`config.mk`:
```
export PLATFORM = sky130hd
export DESIGN_NAME = brs_ctrl
export DESIGN_NICKNAME = d
export VERILOG_FILES = /design/src/brs_pkg.sv /design/src/brs_ctrl.sv
export SDC_FILE = /design/constraint.sdc
export NUM_CORES = 1
export LEC_CHECK = 0
export BUFFER_PORTS_ARGS = -buffer_cell sky130_fd_sc_hd__buf_4
export CAP_MARGIN = 20
export CORE_AREA = 3 3 40 42
export CTS_CLUSTER_DIAMETER = 50
export DETAILED_ROUTE_END_ITERATION = 8
export DIE_AREA = 0 0 43 45
export SYNTH_ARGS = -nofsm -noshare
export SYNTH_HDL_FRONTEND = slang
export SYNTH_SLANG_ARGS = --single-unit
export TNS_END_PERCENT = 5
```
`constraint.sdc`:
```
create_clock -name clk -period 1.8 [get_ports clk]
set_input_delay 0.27 -clock clk [delete_from_list [all_inputs] [get_ports clk]]
set_output_delay 0.27 -clock clk [all_outputs]
set_load 0.1 [all_outputs]
```
`src/brs_pkg.sv`:
```
// shared types, codes and constants for the bounded random draw block
// no dependencies
package brs_pkg;

  localparam int STORE_DEPTH = 1024;
  localparam int ADDR_W      = $clog2(STORE_DEPTH);
  localparam int WORD_W      = 32;
  localparam int OFS_W       = 11;

  localparam logic [1:0] REQ_APPEND  = 2'd0;
  localparam logic [1:0] REQ_DRAW    = 2'd1;
  localparam logic [1:0] REQ_DRAW_AT = 2'd2;

  localparam logic [1:0] STAT_OK        = 2'd0;
  localparam logic [1:0] STAT_EMPTY     = 2'd1;
  localparam logic [1:0] STAT_EXHAUSTED = 2'd2;

  typedef struct packed {
    logic [1:0]        req_type;
    logic [WORD_W-1:0] word;
    logic [WORD_W-1:0] range_lo;
    logic [WORD_W-1:0] range_hi;
    logic [OFS_W-1:0]  start_offset;
  } req_t;

  typedef struct packed {
    logic [WORD_W-1:0] value;
    logic [OFS_W-1:0]  next_offset;
    logic [1:0]        status;
  } rsp_t;

  typedef struct packed {
    logic append;
    logic start;
    logic setup;
    logic check;
    logic load_out;
  } cmd_t;

  typedef struct packed {
    logic done;
    logic out_free;
  } sts_t;

endpackage

```
`src/brs_ctrl.sv`:
```
// controller state machine for the bounded random draw block
// depends on brs_pkg
module brs_ctrl import brs_pkg::*; (
  input  logic       clk,
  input  logic       rst,
  input  logic       req_valid,
  input  logic [1:0] req_type,
  output logic       req_ready,
  output cmd_t       cmd,
  input  sts_t       sts
);

  localparam logic [1:0] S_IDLE  = 2'd0;
  localparam logic [1:0] S_SETUP = 2'd1;
  localparam logic [1:0] S_CHECK = 2'd2;
  localparam logic [1:0] S_PUT   = 2'd3;

  logic [1:0] state, state_next;

  always_comb begin
    cmd        = '0;
    state_next = state;
    req_ready  = (state == S_IDLE);
    case (state)
      S_IDLE: begin
        if (req_valid) begin
          if (req_type == REQ_APPEND) begin
            cmd.append = 1'b1;
          end else if (req_type inside {REQ_DRAW, REQ_DRAW_AT}) begin
            cmd.start  = 1'b1;
            state_next = S_SETUP;
          end
        end
      end
      S_SETUP: begin
        cmd.setup  = 1'b1;
        state_next = S_CHECK;
      end
      S_CHECK: begin
        cmd.check = 1'b1;
        if (sts.done) begin
          state_next = S_PUT;
        end
      end
      S_PUT: begin
        if (sts.out_free) begin
          cmd.load_out = 1'b1;
          state_next   = S_IDLE;
        end
      end
      default: begin
        state_next = S_IDLE;
      end
    endcase
  end

  always_ff @(posedge clk) begin
    if (rst) begin
      state <= S_IDLE;
    end else begin
      state <= state_next;
    end
  end

endmodule

```
==> impl_metrics.ini <==
[sta]
post-route-min-period_ns = 1.64
slew_headroom = 0.814
fin_skew_ns = 0.000330
worst_hold_slack_ns = 0.328
slew_violations = 0
period_share = 0.914
rsz0062_at_grt = no
setup_viol = 0
worst_pin_slew_ns = 0.281
fmax_mhz = 608
hold_viol = 0

[logic_synthesis]
syn_area_um2 = 236
ys.flop_type = dfxtp_1
synth_nets = 38
synth_top_area_frac = 0.317
async_reset_ff_frac = 0
synthTopCellsByCount = ha_1, inv_1, and3_1, dfxtp_1, nand2_1
synth_edf_count = 0
yosysMostFrequentCell = ha_1
synth_area_leaders = ha_1, dfxtp_1, nand3b_4
synth_top_cell_by_area = ha_1
ys_seq_area_frac = 0.169
synth_warnings = 0
synth_seq_cells = 2
avgSynthCellArea_um2 = 9.46
ys_types = 13
syn_inst = 25

[global_routing]
track_usage = 0.0664
antenna_found_initial = 0
grt_start_max_net_pins = 6
grt_pass1_wl_um = 959
grt_pass1_vias = 239
overflow = 0

[floorplanning]
ios = 13
die_y_um = 45
chipWidth_um = 43
placementRows = 13
die_area_mm2 = 0.00194
core-area_mm2 = 0.00128
start_util = 0.184

[layout]
diodes = 0
layout-drive-gt1-share = 0.500
area_growth_pct = 59.3
nets = 55
largest_register_ffs = 2
top_regs = state: 2 flops
largest_register = state

[clock_network]
clk_pin_slew_ns = 0.03
cts_repair_resize_count = 0
cts_hold_buf = 0
postCtsSetupRepairBufs = 0
cts_tree = built
cts_buffer_depth = 2
cts_root_buffer = clkbuf_4
cts_made_buffers = 3
clock_sinks = 2
htree_num_levels = 1
clk_latency_ns = 0.22

[critical_path]
reg2reg_slack_ns = 0.49
crit_required_ns = 1.53
critPathTopFamily = buffers and inverters
crit_path_start_kind = flop
slowest_delay_ns = 0.34
slowest_stage = dfxtp_1
timing.rr.start = state[1]
reg2regPathDepth = 4
path_class = flop to output port
endpoint_kind = output port
path_cells = inv_1, ha_2, and3_2, buf_4
path_max_fanout = 5
critPathBufInv = 2
r2r-end = state[0]
worstPathArrival_ns = 1.37

[placement]
io_buffers = 12
place.gp.congestion = 0.673
hpwl_um = 426

[worst_hold_path]
holdPathStages = 3
hold_start = rst
hold_class = input pin to flop
hold_path_end = state[0]

[route]
via_count = 221
drt.antenna.violating_nets = 0
vias_per_cell = 4.02
drt-wirelength-per-cell_um = 9.00
drt-total-wl_um = 495
drt_first_pass_iters = 3
drt_iter0_drc = 1
drcViolationCount = 0

[run_status]
status = finished, final reports clean

[job]
drv_cap = 0
## worst max path at each step
stage	depth (start not counted)	startpoint	slack (ns)	endpoint
after floorplan	3	state[0]	-0.05	cmd[3]
after global placement	6	req_type[0]	0.38	state[0]
after detailed placement	6	req_type[0]	0.34	state[0]
after CTS	4	state[0]	0.13	cmd[3]
after global routing	4	state[0]	0.08	cmd[4]
final	4	state[1]	0.16	cmd[3]
## layout make-up
| cell class | count | area, µm² |
|---|---|---|
| Sequential cell | 2 | 40.0 |
| Clock buffer | 3 | 22.5 |
| Tap cell | 15 | 18.8 |
| Multi-Input combinational cell | 17 | 183 |
| Fill cell | 147 | 908 |
| Timing Repair Buffer | 12 | 90.1 |
| Inverter | 6 | 22.5 |
## tightest hold or removal path, delay by kind of cell
family | cells | cell delay [ns]
AO/OA/AOI/OAI | 1 | 0.10
buffers and inverters | 2 | 0.12
## routing by layer
layer  GRT usage  routed length, µm  vias up
met5           0                  0        -
met4      0.0542                  0        0
met3      0.0120                 50        0
met2       0.114                240       10
met1      0.0716                205       98
li1            -                  -      113
## metrics by stage
step                 util  std cells  worst slack [ns]  setup TNS [ns]  area, µm²
floorplan               -         25           -0.0473         -0.0473        245
global route        0.293         55            0.0794               0        377
global placement    0.276         52             0.383               0        354
CTS                 0.293         55             0.132               0        377
finish              0.293         55             0.156               0        377
detailed placement  0.276         52             0.339               0        354
## cell usage in the layout (no fill, tap or decap), drive strengths merged
cell type and instances:
a221oi 1, inv 5, dfxtp 2, buf 12, ha 6, a2111o 1
clkinv 1, mux2i 1, and3 2, nor2b 1, nand2 2, and2 1
nand3b 1, o211a 1, clkbuf 3
## logic make-up after synthesis
logic type / synth area share
and+or+nand+nor: 0.222
buffers and inverters: 0.0952
adders and majority gates: 0.317
AOI/OAI and AO/OA: 0.153
DFF: 0.169
muxes: 0.0423
Power is left out: the tool's default activity adds up to more than one toggle a clock period on the data nets, which glitch-free logic cannot reach.
